**src/hdl/dhkt_pkg.sv**
```systemverilog
`timescale 1ns / 1ps
`default_nettype none
// ----------------------------------------------------------------------------
// dhkt_pkg
// Shared widths, codes and item types of the double-hashing key table.
// ----------------------------------------------------------------------------
package dhkt_pkg;

    localparam int KEY_W            = 31;
    localparam int SIZE_W           = 9;
    localparam int SLOT_W           = 8;
    localparam int PAY_OUT_W        = 32;
    localparam int STATUS_W         = 3;
    localparam int SIZE_MIN         = 3;
    localparam int DEF_TABLE_DEPTH  = 256;
    localparam int DEF_PAYLOAD_BITS = 32;
    localparam int CFG_ADDR_W       = 3;
    localparam int CFG_DATA_W       = 32;

    localparam logic [SIZE_W-1:0] SIZE_RESET     = 9'd256;
    localparam logic [0:0]        CFG_TABLE_SIZE = 1'b0;

    typedef enum logic [STATUS_W-1:0] {
        ST_INSERTED  = 3'd0,
        ST_DUPLICATE = 3'd1,
        ST_FULL      = 3'd2,
        ST_FOUND     = 3'd3,
        ST_NOT_FOUND = 3'd4
    } status_t;

    typedef enum logic {
        ACT_INSERT = 1'b0,
        ACT_LOOKUP = 1'b1
    } action_t;

    typedef struct packed {
        action_t                action;
        logic [KEY_W-1:0]       key;
        logic [PAY_OUT_W-1:0]   payload;
    } in_item_t;

    typedef struct packed {
        status_t                status;
        logic [SLOT_W-1:0]      slot;
        logic [PAY_OUT_W-1:0]   found_payload;
    } out_item_t;

    // memory port strobes
    typedef struct packed {
        logic rd_en;
        logic wr_en;
    } mem_ctrl_t;

endpackage
`default_nettype wire

```
**src/hdl/dhkt_div.sv**
```systemverilog
`timescale 1ns / 1ps
`default_nettype none
// ----------------------------------------------------------------------------
// dhkt_div
// Bit-serial remainder unit: key mod div_a and key mod div_b, one key bit
// per cycle for both divisors.
// ----------------------------------------------------------------------------
module dhkt_div
    import dhkt_pkg::*;
(
    input  wire logic              aclk,
    input  wire logic              aresetn,
    input  wire logic              start,
    input  wire logic [KEY_W-1:0]  key,
    input  wire logic [SIZE_W-1:0] div_a,
    input  wire logic [SIZE_W-1:0] div_b,
    output logic                   done,
    output logic [SIZE_W-1:0]      rem_a,
    output logic [SIZE_W-1:0]      rem_b
);

    localparam int CNT_W = $clog2(KEY_W);

    logic              busy_reg;
    logic              done_reg;
    logic [CNT_W-1:0]  cnt_reg;
    logic [KEY_W-1:0]  key_sh_reg;
    logic [SIZE_W-1:0] da_reg;
    logic [SIZE_W-1:0] db_reg;
    logic [SIZE_W-1:0] ra_reg;
    logic [SIZE_W-1:0] rb_reg;

    logic [SIZE_W:0]   ta;
    logic [SIZE_W:0]   tb;
    logic [SIZE_W-1:0] ra_next;
    logic [SIZE_W-1:0] rb_next;

    // shift in the next key bit and subtract where it fits
    always_comb begin
        ta = {ra_reg, key_sh_reg[KEY_W-1]};
        tb = {rb_reg, key_sh_reg[KEY_W-1]};
        if (ta >= {1'b0, da_reg}) begin
            ra_next = SIZE_W'(ta - {1'b0, da_reg});
        end else begin
            ra_next = ta[SIZE_W-1:0];
        end
        if (tb >= {1'b0, db_reg}) begin
            rb_next = SIZE_W'(tb - {1'b0, db_reg});
        end else begin
            rb_next = tb[SIZE_W-1:0];
        end
    end

    always_ff @(posedge aclk) begin
        if (!aresetn) begin
            busy_reg <= 1'b0;
            done_reg <= 1'b0;
            cnt_reg  <= '0;
        end else begin
            done_reg <= 1'b0;
            if (start) begin
                busy_reg   <= 1'b1;
                cnt_reg    <= '0;
                key_sh_reg <= key;
                da_reg     <= div_a;
                db_reg     <= div_b;
                ra_reg     <= '0;
                rb_reg     <= '0;
            end else if (busy_reg) begin
                ra_reg     <= ra_next;
                rb_reg     <= rb_next;
                key_sh_reg <= {key_sh_reg[KEY_W-2:0], 1'b0};
                cnt_reg    <= cnt_reg + 1'b1;
                if (cnt_reg == CNT_W'(KEY_W - 1)) begin
                    busy_reg <= 1'b0;
                    done_reg <= 1'b1;
                end
            end
        end
    end

    assign done  = done_reg;
    assign rem_a = ra_reg;
    assign rem_b = rb_reg;

endmodule
`default_nettype wire

```
**config.mk**
```make
export PLATFORM = sky130hd
export DESIGN_NAME = dhkt_div
export DESIGN_NICKNAME = d
export VERILOG_FILES = /design/src/hdl/dhkt_pkg.sv /design/src/hdl/dhkt_div.sv
export SDC_FILE = /design/constraint.sdc
export NUM_CORES = 1
export LEC_CHECK = 0
export ABC_AREA = 0
export BUFFER_PORTS_ARGS = -buffer_cell sky130_fd_sc_hd__buf_2
export CAP_MARGIN = 20
export CORE_MARGIN = 1.5
export CORE_UTILIZATION = 56
export DETAILED_ROUTE_END_ITERATION = 16
export PLACE_DENSITY = 0.79
export SYNTH_ARGS = -nofsm -noshare
export SYNTH_HDL_FRONTEND = slang
export SYNTH_SLANG_ARGS = --single-unit
```
**constraint.sdc**
```tcl
create_clock -name aclk -period 2.91 [get_ports aclk]
set_clock_uncertainty 0.1 [all_clocks]
set_input_delay 0.291 -clock aclk [delete_from_list [all_inputs] [get_ports aclk]]
set_output_delay 0.291 -clock aclk [all_outputs]
set_load 0.01 [all_outputs]
```
==> results.rst, run 1 <==
.. list-table::
   :header-rows: 1

   * - Metric
     - Value
   * - Met3 wirelength from detailed routing
     - around 400 µm
   * - Number of core rows
     - 30
   * - Post-synthesis instance total
     - between 300 and 400
   * - Vias in the first global route
     - ~2600
   * - Flop and latch count out of synthesis
     - 74
   * - Overall overflow remaining after global route
     - 0
   * - Remaining DRCs
     - 0
   * - Register clock-pin slew on the reported worst setup and hold paths
     - ~0.09 ns
   * - Cell variety after synth
     - 58
   * - Count of port buffers added during placement
     - 70
   * - Root buffer selected by CTS
     - sky130_fd_sc_hd__clkbuf_8
   * - Die width
     - between 80 and 90 µm
   * - Max-Cap Viols
     - 0
   * - Net count after synthesis
     - between 300 and 400
   * - Unrepaired setup endpoints after global routing
     - no
   * - Post-route ant nets
     - 0
   * - Skew-Pair Late Insertion Delay
     - around 0.35 ns
   * - Final instance count without filler cells
     - 502
   * - Final setup violation count
     - 0
   * - Antenna violations before repair
     - 0
   * - Worst Path Arrival
     - roughly 2.7 ns
   * - Synth async-reset ratio
     - 0%
   * - Maximum number of pins on one net before global-route repair
     - 34
   * - Result of the run
     - finished clean
   * - Flip-flop count of the largest register after layout
     - 31
   * - Critical Path Sink Type
     - flop
   * - Sequential-to-total area share from yosys stat
     - roughly 54%
   * - Worst-case clock buffer depth
     - 2
   * - Count of nets after finishing
     - roughly 480
   * - Max Used Layer
     - met4
   * - CTS tree
     - yes
   * - Leak pwr
     - 1.94 nW
   * - Minimum setup slack after placement
     - around 0.18 ns
   * - DIE AREA
     - roughly 0.0076 mm²
   * - Estimated wirelength of the detail-placed design
     - around 5200 µm
   * - Initial detailed-routing violation count
     - 120
   * - Largest fanout of any net on the critical path
     - 13
   * - Count of vias placed by the detailed router
     - approximately 2700
   * - Slew @ Worst Pin
     - approximately 0.82 ns
   * - Final setup slack of the worst path
     - ~0.19 ns
   * - Worst Hold Class
     - in2reg
   * - Detail-routed net length per standard cell
     - roughly 15 µm
   * - Vert. Die Dim
     - ~87 µm
   * - Routed wire length on met2
     - between 3000 and 4000 µm
   * - Type of the worst setup path
     - reg2reg
   * - Final hold viol count
     - 0
   * - Max-slew violation total from the final report
     - 0
   * - Worst path required time
     - approximately 2.9 ns
   * - First-pass GRT wire length
     - 12100 µm
   * - Routed via count divided by cell count
     - roughly 5.4
   * - Dominant register cell in the synthesized netlist
     - sky130_fd_sc_hd__edfxtp_1
   * - Clock sinks
     - 74
   * - Count of inserted antenna diode cells
     - 0
   * - Overall routed net length
     - 7530 µm
   * - DRT Pass-1 Iters
     - 6
   * - Number of buffers inserted during clock tree synthesis
     - 9
   * - Initial core utilization
     - between 50% and 60%
   * - Final clock period utilization by the worst path
     - slightly above 90%
   * - Achievable clock frequency
     - 0.367 GHz
   * - Number of buffers added for setup after CTS
     - 0
   * - Final total negative setup slack
     - 0 ns
   * - Area of the mapped netlist
     - between 0.003 and 0.004 mm²
   * - Total power density per cell area
     - approximately 580 mW/mm²
   * - Avg Inst Size Synth
     - roughly 13 µm²
   * - Minimum clock period after layout
     - roughly 2.7 ns
   * - Number of enable-type register cells in the synthesized netlist
     - 67
   * - Number of placed cells counting well taps
     - between 400 and 500
   * - Max rail drop VDD
     - between 0.3 and 0.4 mV
   * - IO Pins
     - between 70 and 80
   * - Launching element type of the critical path
     - flop
   * - H-tree depth
     - 3
   * - All-Layer GR Usage
     - between 20% and 30%
   * - Core area
     - 0.00683 mm²
   * - Worst relative slew slack
     - 45.6%
   * - Fraction of final layout cells with drive strength greater than 1
     - between 30 and 40%
   * - Final cell utilization of the core
     - 69.5%
   * - Routed met1 length
     - about 3300 µm
   * - Signed area change from the synthesized netlist to the final layout
     - 19.8%
   * - Number of warning messages in the yosys log
     - 0
   * - Hold_ws
     - 0.0216 ns
   * - Gpl congestion
     - roughly 0.87
path summary, 6_finish.rpt:
| check | start | endpoint | slack (ns) | depth (start not counted) |
|---|---|---|---|---|
| setup / recovery | key_sh_reg[30] | rem_b[1] | 0.19 | 9 |
| hold reg to reg | cnt_reg[4] | cnt_reg[4] | 0.43 | 2 |
| hold / removal | div_a[8] | da_reg[8] | 0.02 | 1 |
| setup reg to reg | key_sh_reg[30] | rem_b[1] | 0.19 | 9 |
layout by cell type (no fill, tap or decap), types with 4 or more instances in the layout:
cell and instances:
sky130_fd_sc_hd__a21o_1 8, sky130_fd_sc_hd__a21oi_1 14, sky130_fd_sc_hd__buf_2 70, sky130_fd_sc_hd__clkbuf_8 9
sky130_fd_sc_hd__dfxtp_1 7, sky130_fd_sc_hd__dlygate4sd3_1 14, sky130_fd_sc_hd__edfxtp_1 67, sky130_fd_sc_hd__ha_1 20
sky130_fd_sc_hd__inv_1 28, sky130_fd_sc_hd__mux2_2 30, sky130_fd_sc_hd__mux2i_1 5, sky130_fd_sc_hd__nand2_1 9
sky130_fd_sc_hd__nand3_1 5, sky130_fd_sc_hd__nor2_1 23, sky130_fd_sc_hd__nor2b_1 4, sky130_fd_sc_hd__o21a_1 4
sky130_fd_sc_hd__o21ai_0 10, sky130_fd_sc_hd__or3b_2 4, sky130_fd_sc_hd__xnor2_1 7
where the power goes:
part / total, mW / switching (mW) / internal (mW) / leakage, nW
logic: 0.600 / 0.319 / 0.281 / 1.15
registers: 1.30 / 0.0397 / 1.26 / 0.698
clock network: 0.833 / 0.422 / 0.411 / 0.0988
total: 2.73 / 0.781 / 1.95 / 1.94
logic make-up after synthesis:
group	synth area share, %
fa+ha+maj	7.32
mux	10.1
simple gates	8.90
buf+inv	4.58
compound gates	12.7
xor+xnor	2.21
flops	54.3
synthesized netlist by cell type, types with 3 or more instances:
library cell                n  share of area (%)
sky130_fd_sc_hd__xnor2_1    7                1.5
sky130_fd_sc_hd__a211oi_1   3               0.57
sky130_fd_sc_hd__nor2_1    23                2.2
sky130_fd_sc_hd__a21o_1     8                1.5
sky130_fd_sc_hd__mux2_2    30                8.5
sky130_fd_sc_hd__o21ai_0   10                1.3
sky130_fd_sc_hd__a221oi_1   3               0.66
sky130_fd_sc_hd__inv_1     28                2.7
sky130_fd_sc_hd__nand4_1    3               0.47
sky130_fd_sc_hd__or3b_2     4               0.88
sky130_fd_sc_hd__mux2i_1    5                1.3
sky130_fd_sc_hd__buf_4      3               0.57
sky130_fd_sc_hd__o21a_1     5               0.95
sky130_fd_sc_hd__clkbuf_1   7               0.66
sky130_fd_sc_hd__a21oi_1   14                1.8
sky130_fd_sc_hd__nand2_1    9               0.85
sky130_fd_sc_hd__nor2b_1    4               0.63
sky130_fd_sc_hd__ha_1      20                6.3
sky130_fd_sc_hd__nand3_1    5               0.63
sky130_fd_sc_hd__dfxtp_1    7                3.5
sky130_fd_sc_hd__xor2_1     3               0.66
sky130_fd_sc_hd__edfxtp_1  67                 51
metrics by stage:
step | area, µm² | total power [mW]
2_1_floorplan | 3970 | 1.77
6_report | 4750 | 2.73
4_1_cts | 4710 | 2.75
3_3_place_gp | 4400 | 1.89
5_1_grt | 4750 | 2.87
3_5_place_dp | 4400 | 1.90
metal layers:
| layer | up-vias | track usage, % |
|---|---|---|
| met1 | 1270 | 25.3 |
| met4 | 0 | 7.79 |
| li1 | 1355 | - |
| met2 | 72 | 36.4 |
| met5 | - | 0 |
| met3 | 15 | 6.73 |
layout make-up:
class	count	area, µm²
clock buffer	9	124
sequential	74	2150
inverter	28	105
fill	544	2080
clock inverter	7	82.6
tap	96	120
multi-input combinational	200	1630
timing repair buffer	88	533
critical path, cell delays in order (launching register included):
cell	delay [ns]
sky130_fd_sc_hd__edfxtp_1	0.42
sky130_fd_sc_hd__inv_1	0.10
sky130_fd_sc_hd__ha_1	0.16
sky130_fd_sc_hd__inv_1	0.05
sky130_fd_sc_hd__fa_1	0.39
sky130_fd_sc_hd__a21o_1	0.24
sky130_fd_sc_hd__a221oi_4	0.32
sky130_fd_sc_hd__a31oi_2	0.36
sky130_fd_sc_hd__mux2i_1	0.27
sky130_fd_sc_hd__nor2_1	0.06
repair_timing:
item                                   CTS  global route
hold buffers                            10             4
endpoints found under the hold margin   10             4
resized for setup                        0             0
Power figures use the tool's default switching activity.
==> run 2: changes to the inputs <==
--- a/config.mk
+++ b/config.mk
@@ -9,9 +9,10 @@
 export BUFFER_PORTS_ARGS = -buffer_cell sky130_fd_sc_hd__buf_2
 export CAP_MARGIN = 20
 export CORE_MARGIN = 1.5
-export CORE_UTILIZATION = 56
+export CORE_UTILIZATION = 58
+export CTS_BUF_LIST = sky130_fd_sc_hd__clkbuf_2 sky130_fd_sc_hd__clkbuf_4 sky130_fd_sc_hd__clkbuf_8
 export DETAILED_ROUTE_END_ITERATION = 16
-export PLACE_DENSITY = 0.79
+export PLACE_DENSITY = 0.81
 export SYNTH_ARGS = -nofsm -noshare
 export SYNTH_HDL_FRONTEND = slang
 export SYNTH_SLANG_ARGS = --single-unit
==> results.rst, run 2 (synthesized netlist as in run 1, its figures left out) <==
.. list-table::
   :header-rows: 1

   * - Metric
     - Value
   * - Root buffer selected by CTS
     - sky130_fd_sc_hd__clkbuf_8
   * - Hold_ws
     - 0.119 ns (+0.0969 ns)
   * - Worst path max stage delay
     - 0.43 ns (about the same)
   * - First-pass GRT wire length
     - 12800 µm (+6.0%)
   * - Remaining DRCs
     - 0 (unchanged)
   * - CTS tree
     - yes
   * - Critical Path Sink Type
     - flop
   * - Antenna violations before repair
     - 0 (unchanged)
   * - Maximum number of pins on one net before global-route repair
     - 52 (+53%)
   * - Slew @ Worst Pin
     - 0.770 ns (-0.0459 ns)
   * - Number of buffers inserted during clock tree synthesis
     - 9 (unchanged)
   * - Largest fanout of any net on the critical path
     - 6 (-7)
   * - DRT Pass-1 Iters
     - 7 (+1)
   * - # fillers
     - 466 (-14%)
   * - Type of the worst setup path
     - reg2reg
   * - Power after layout
     - 2.80 mW (+2.4%)
   * - Total power density per cell area
     - 583 mW/mm² (+1.3%)
   * - H-tree depth
     - 3 (unchanged)
   * - Achievable clock frequency
     - 0.377 GHz (+2.7%)
   * - Overall routed net length
     - 7650 µm (+1.5%)
   * - Core area
     - 0.00649 mm² (-4.9%)
   * - Flip-flop count of the largest register after layout
     - 31 (unchanged)
   * - Detail-routed net length per standard cell
     - 15.6 µm (+4.2%)
   * - CP max stage cell
     - sky130_fd_sc_hd__edfxtp_1
   * - Fraction of final layout cells with drive strength greater than 1
     - 33.7% (about the same)
   * - Max-slew violation total from the final report
     - 0 (unchanged)
   * - Final total negative setup slack
     - 0 ns (unchanged)
   * - Worst Hold Class
     - in2reg
   * - Launch point of the worst reg-to-reg path
     - key_sh_reg[30]
   * - Count of nets after finishing
     - 481 (+1.3%)
   * - Final clock period utilization by the worst path
     - 91.2% (-2.4 points)
   * - Number of cells traversed by the worst register-to-register path
     - 10 (+1)
   * - Commonest non-fill, non-tap cell in the layout
     - sky130_fd_sc_hd__buf_2
   * - Worst Path Arrival
     - 2.70 ns (-0.02 ns)
   * - Gpl congestion
     - 0.830 (-4.7%)
   * - Endpoint of the most critical register-to-register path
     - rem_a[2]
   * - Leak pwr
     - 1.99 nW (+2.1%)
   * - Estimated wirelength of the detail-placed design
     - 5130 µm (-0.49%)
   * - DIE AREA
     - 0.00734 mm² (-3.3%)
   * - Die width
     - 85.7 µm (-1.7%)
   * - Minimum clock period after layout
     - 2.65 ns (-0.0711 ns)
   * - Max rail drop VDD
     - 0.362 mV (+6.2%)
   * - All-Layer GR Usage
     - 22.6% (+1.3 points)
   * - Startpoint of the worst hold path
     - key[16]
   * - Signed area change from the synthesized netlist to the final layout
     - 21.0%
   * - Vert. Die Dim
     - 85.7 µm (-1.7%)
   * - Worst path required time
     - 2.96 ns (+0.05 ns)
   * - Clock sinks
     - 74 (unchanged)
   * - Count of inserted antenna diode cells
     - 0 (unchanged)
   * - Critical path, cell by cell
     - inv_1 > ha_1 > inv_1 > fa_1 > a21o_1 > a21oi_1 > nor4_2 > buf_4 > or2_2 > a211oi_1
   * - Number of core rows
     - 29 (-3.3%)
   * - Initial detailed-routing violation count
     - 134 (+12%)
   * - Skew-Pair Late Insertion Delay
     - 0.37 ns (+0.02 ns)
   * - Unrepaired setup endpoints after global routing
     - no
   * - Final hold viol count
     - 0 (unchanged)
   * - WHS Endpoint
     - key_sh_reg[16]
   * - Count of port buffers added during placement
     - 70 (unchanged)
   * - Overall overflow remaining after global route
     - 0 (unchanged)
   * - Routed via count divided by cell count
     - 5.67 (+4.9%)
   * - Result of the run
     - finished clean
   * - Post-route ant nets
     - 0 (unchanged)
   * - Max-Cap Viols
     - 0 (unchanged)
   * - Worst-case clock buffer depth
     - 2 (unchanged)
   * - Worst relative slew slack
     - 48.6% (+3.1 points)
   * - Most used cells in the layout excluding fill and tap cells
     - 70 x sky130_fd_sc_hd__buf_2, 67 x sky130_fd_sc_hd__edfxtp_1, 30 x sky130_fd_sc_hd__mux2_2
   * - Placed cell area
     - 0.00439 mm² (-0.20%)
   * - Cell with the most instances on the worst path
     - sky130_fd_sc_hd__inv_1
   * - Vias in the first global route
     - 2746 (+5.5%)
   * - Flop2flop setup slack
     - 0.26 ns (+0.07 ns)
   * - Launching element type of the critical path
     - flop
   * - Final setup violation count
     - 0 (unchanged)
   * - Post-route cell area
     - 0.00480 mm² (+1.1%)
   * - IO Pins
     - 71 (unchanged)
   * - Initial core utilization
     - 61.0% (+3.0 points)
   * - Count of vias placed by the detailed router
     - 2772 (+2.2%)
   * - Register clock-pin slew on the reported worst setup and hold paths
     - 0.10 ns (about the same)
   * - Worst hold path cell count
     - 2 (+1)
run 2: cell types whose count changed in the layout (fill, tap and decap cells not counted):
cell                            previous run  this run
sky130_fd_sc_hd__buf_4                     3         5
sky130_fd_sc_hd__inv_6                     3         1
sky130_fd_sc_hd__clkinv_4                  0         1
sky130_fd_sc_hd__clkinvlp_4                2         0
sky130_fd_sc_hd__inv_8                     1         4
sky130_fd_sc_hd__a31oi_2                   1         0
sky130_fd_sc_hd__a31oi_4                   0         1
sky130_fd_sc_hd__dlygate4sd3_1            14        18
run 2: cell type report:
| class | count | area, µm² | share of cell area [%] |
|---|---|---|---|
| Clock buffer | 9 | 124 | 2.58 |
| Clock inverter | 7 | 92.6 | 1.93 |
| Inverter | 28 | 105 | 2.19 |
| Multi-Input combinational cell | 200 | 1640 | 34.2 |
| Sequential cell | 74 | 2150 | 44.8 |
| Tap cell | 77 | 96.3 | 2.01 |
| Timing Repair Buffer | 94 | 588 | 12.3 |
run 2: metal layers:
layer	routed length, µm	vias up	track usage (%)
met4	69	0	4.99
met5	0	-	0
met2	3700	82	36.2
met1	3470	1323	29.5
met3	402	7	8.66
li1	-	1360	-
run 2: what timing repair did:
action                                 CTS  global route
endpoints found under the hold margin   16             2
resized for setup                        0             1
setup endpoints to repair                0             4
buffers inserted                         0             0
hold buffers                            16             2
run 2: where the power goes:
| part | internal [mW] | leakage [nW] | switching, mW |
|---|---|---|---|
| registers | 1.26 | 0.698 | 0.0406 |
| logic | 0.291 | 1.18 | 0.323 |
| clock network | 0.424 | 0.112 | 0.459 |
run 2: worst max-delay path by stage:
stage / cells past startpoint / slack (ns) / endpoint / from
global route: 9 / 0.09 / rem_b[3] / key_sh_reg[30]
global placement: 9 / 0.28 / rem_b[5] / key_sh_reg[30]
detailed placement: 9 / 0.17 / rem_b[5] / key_sh_reg[30]
floorplan: 9 / 0.47 / rem_a[8] / key_sh_reg[30]
CTS: 9 / 0.17 / rem_b[5] / key_sh_reg[30]
finish: 10 / 0.26 / rem_a[2] / key_sh_reg[30]
run 2: worst max-delay path, delay by kind of cell (launching register included):
| kind | cells | cell delay [ns] |
|---|---|---|
| AO/OA/AOI/OAI | 3 | 0.65 |
| adder cells (fa/ha/maj) | 2 | 0.58 |
| flip-flops | 1 | 0.43 |
| AND/OR/NAND/NOR | 2 | 0.38 |
| buffers and inverters | 3 | 0.30 |
run 2: metrics by stage:
step           std cells  utilization (%)  worst slack [ns]
2_1_floorplan        315                -             0.474
3_3_place_gp         455             67.7             0.277
3_5_place_dp         455             67.7             0.174
4_1_cts              487             73.5             0.167
5_1_grt              489             73.9            0.0920
6_report             489             73.9             0.257
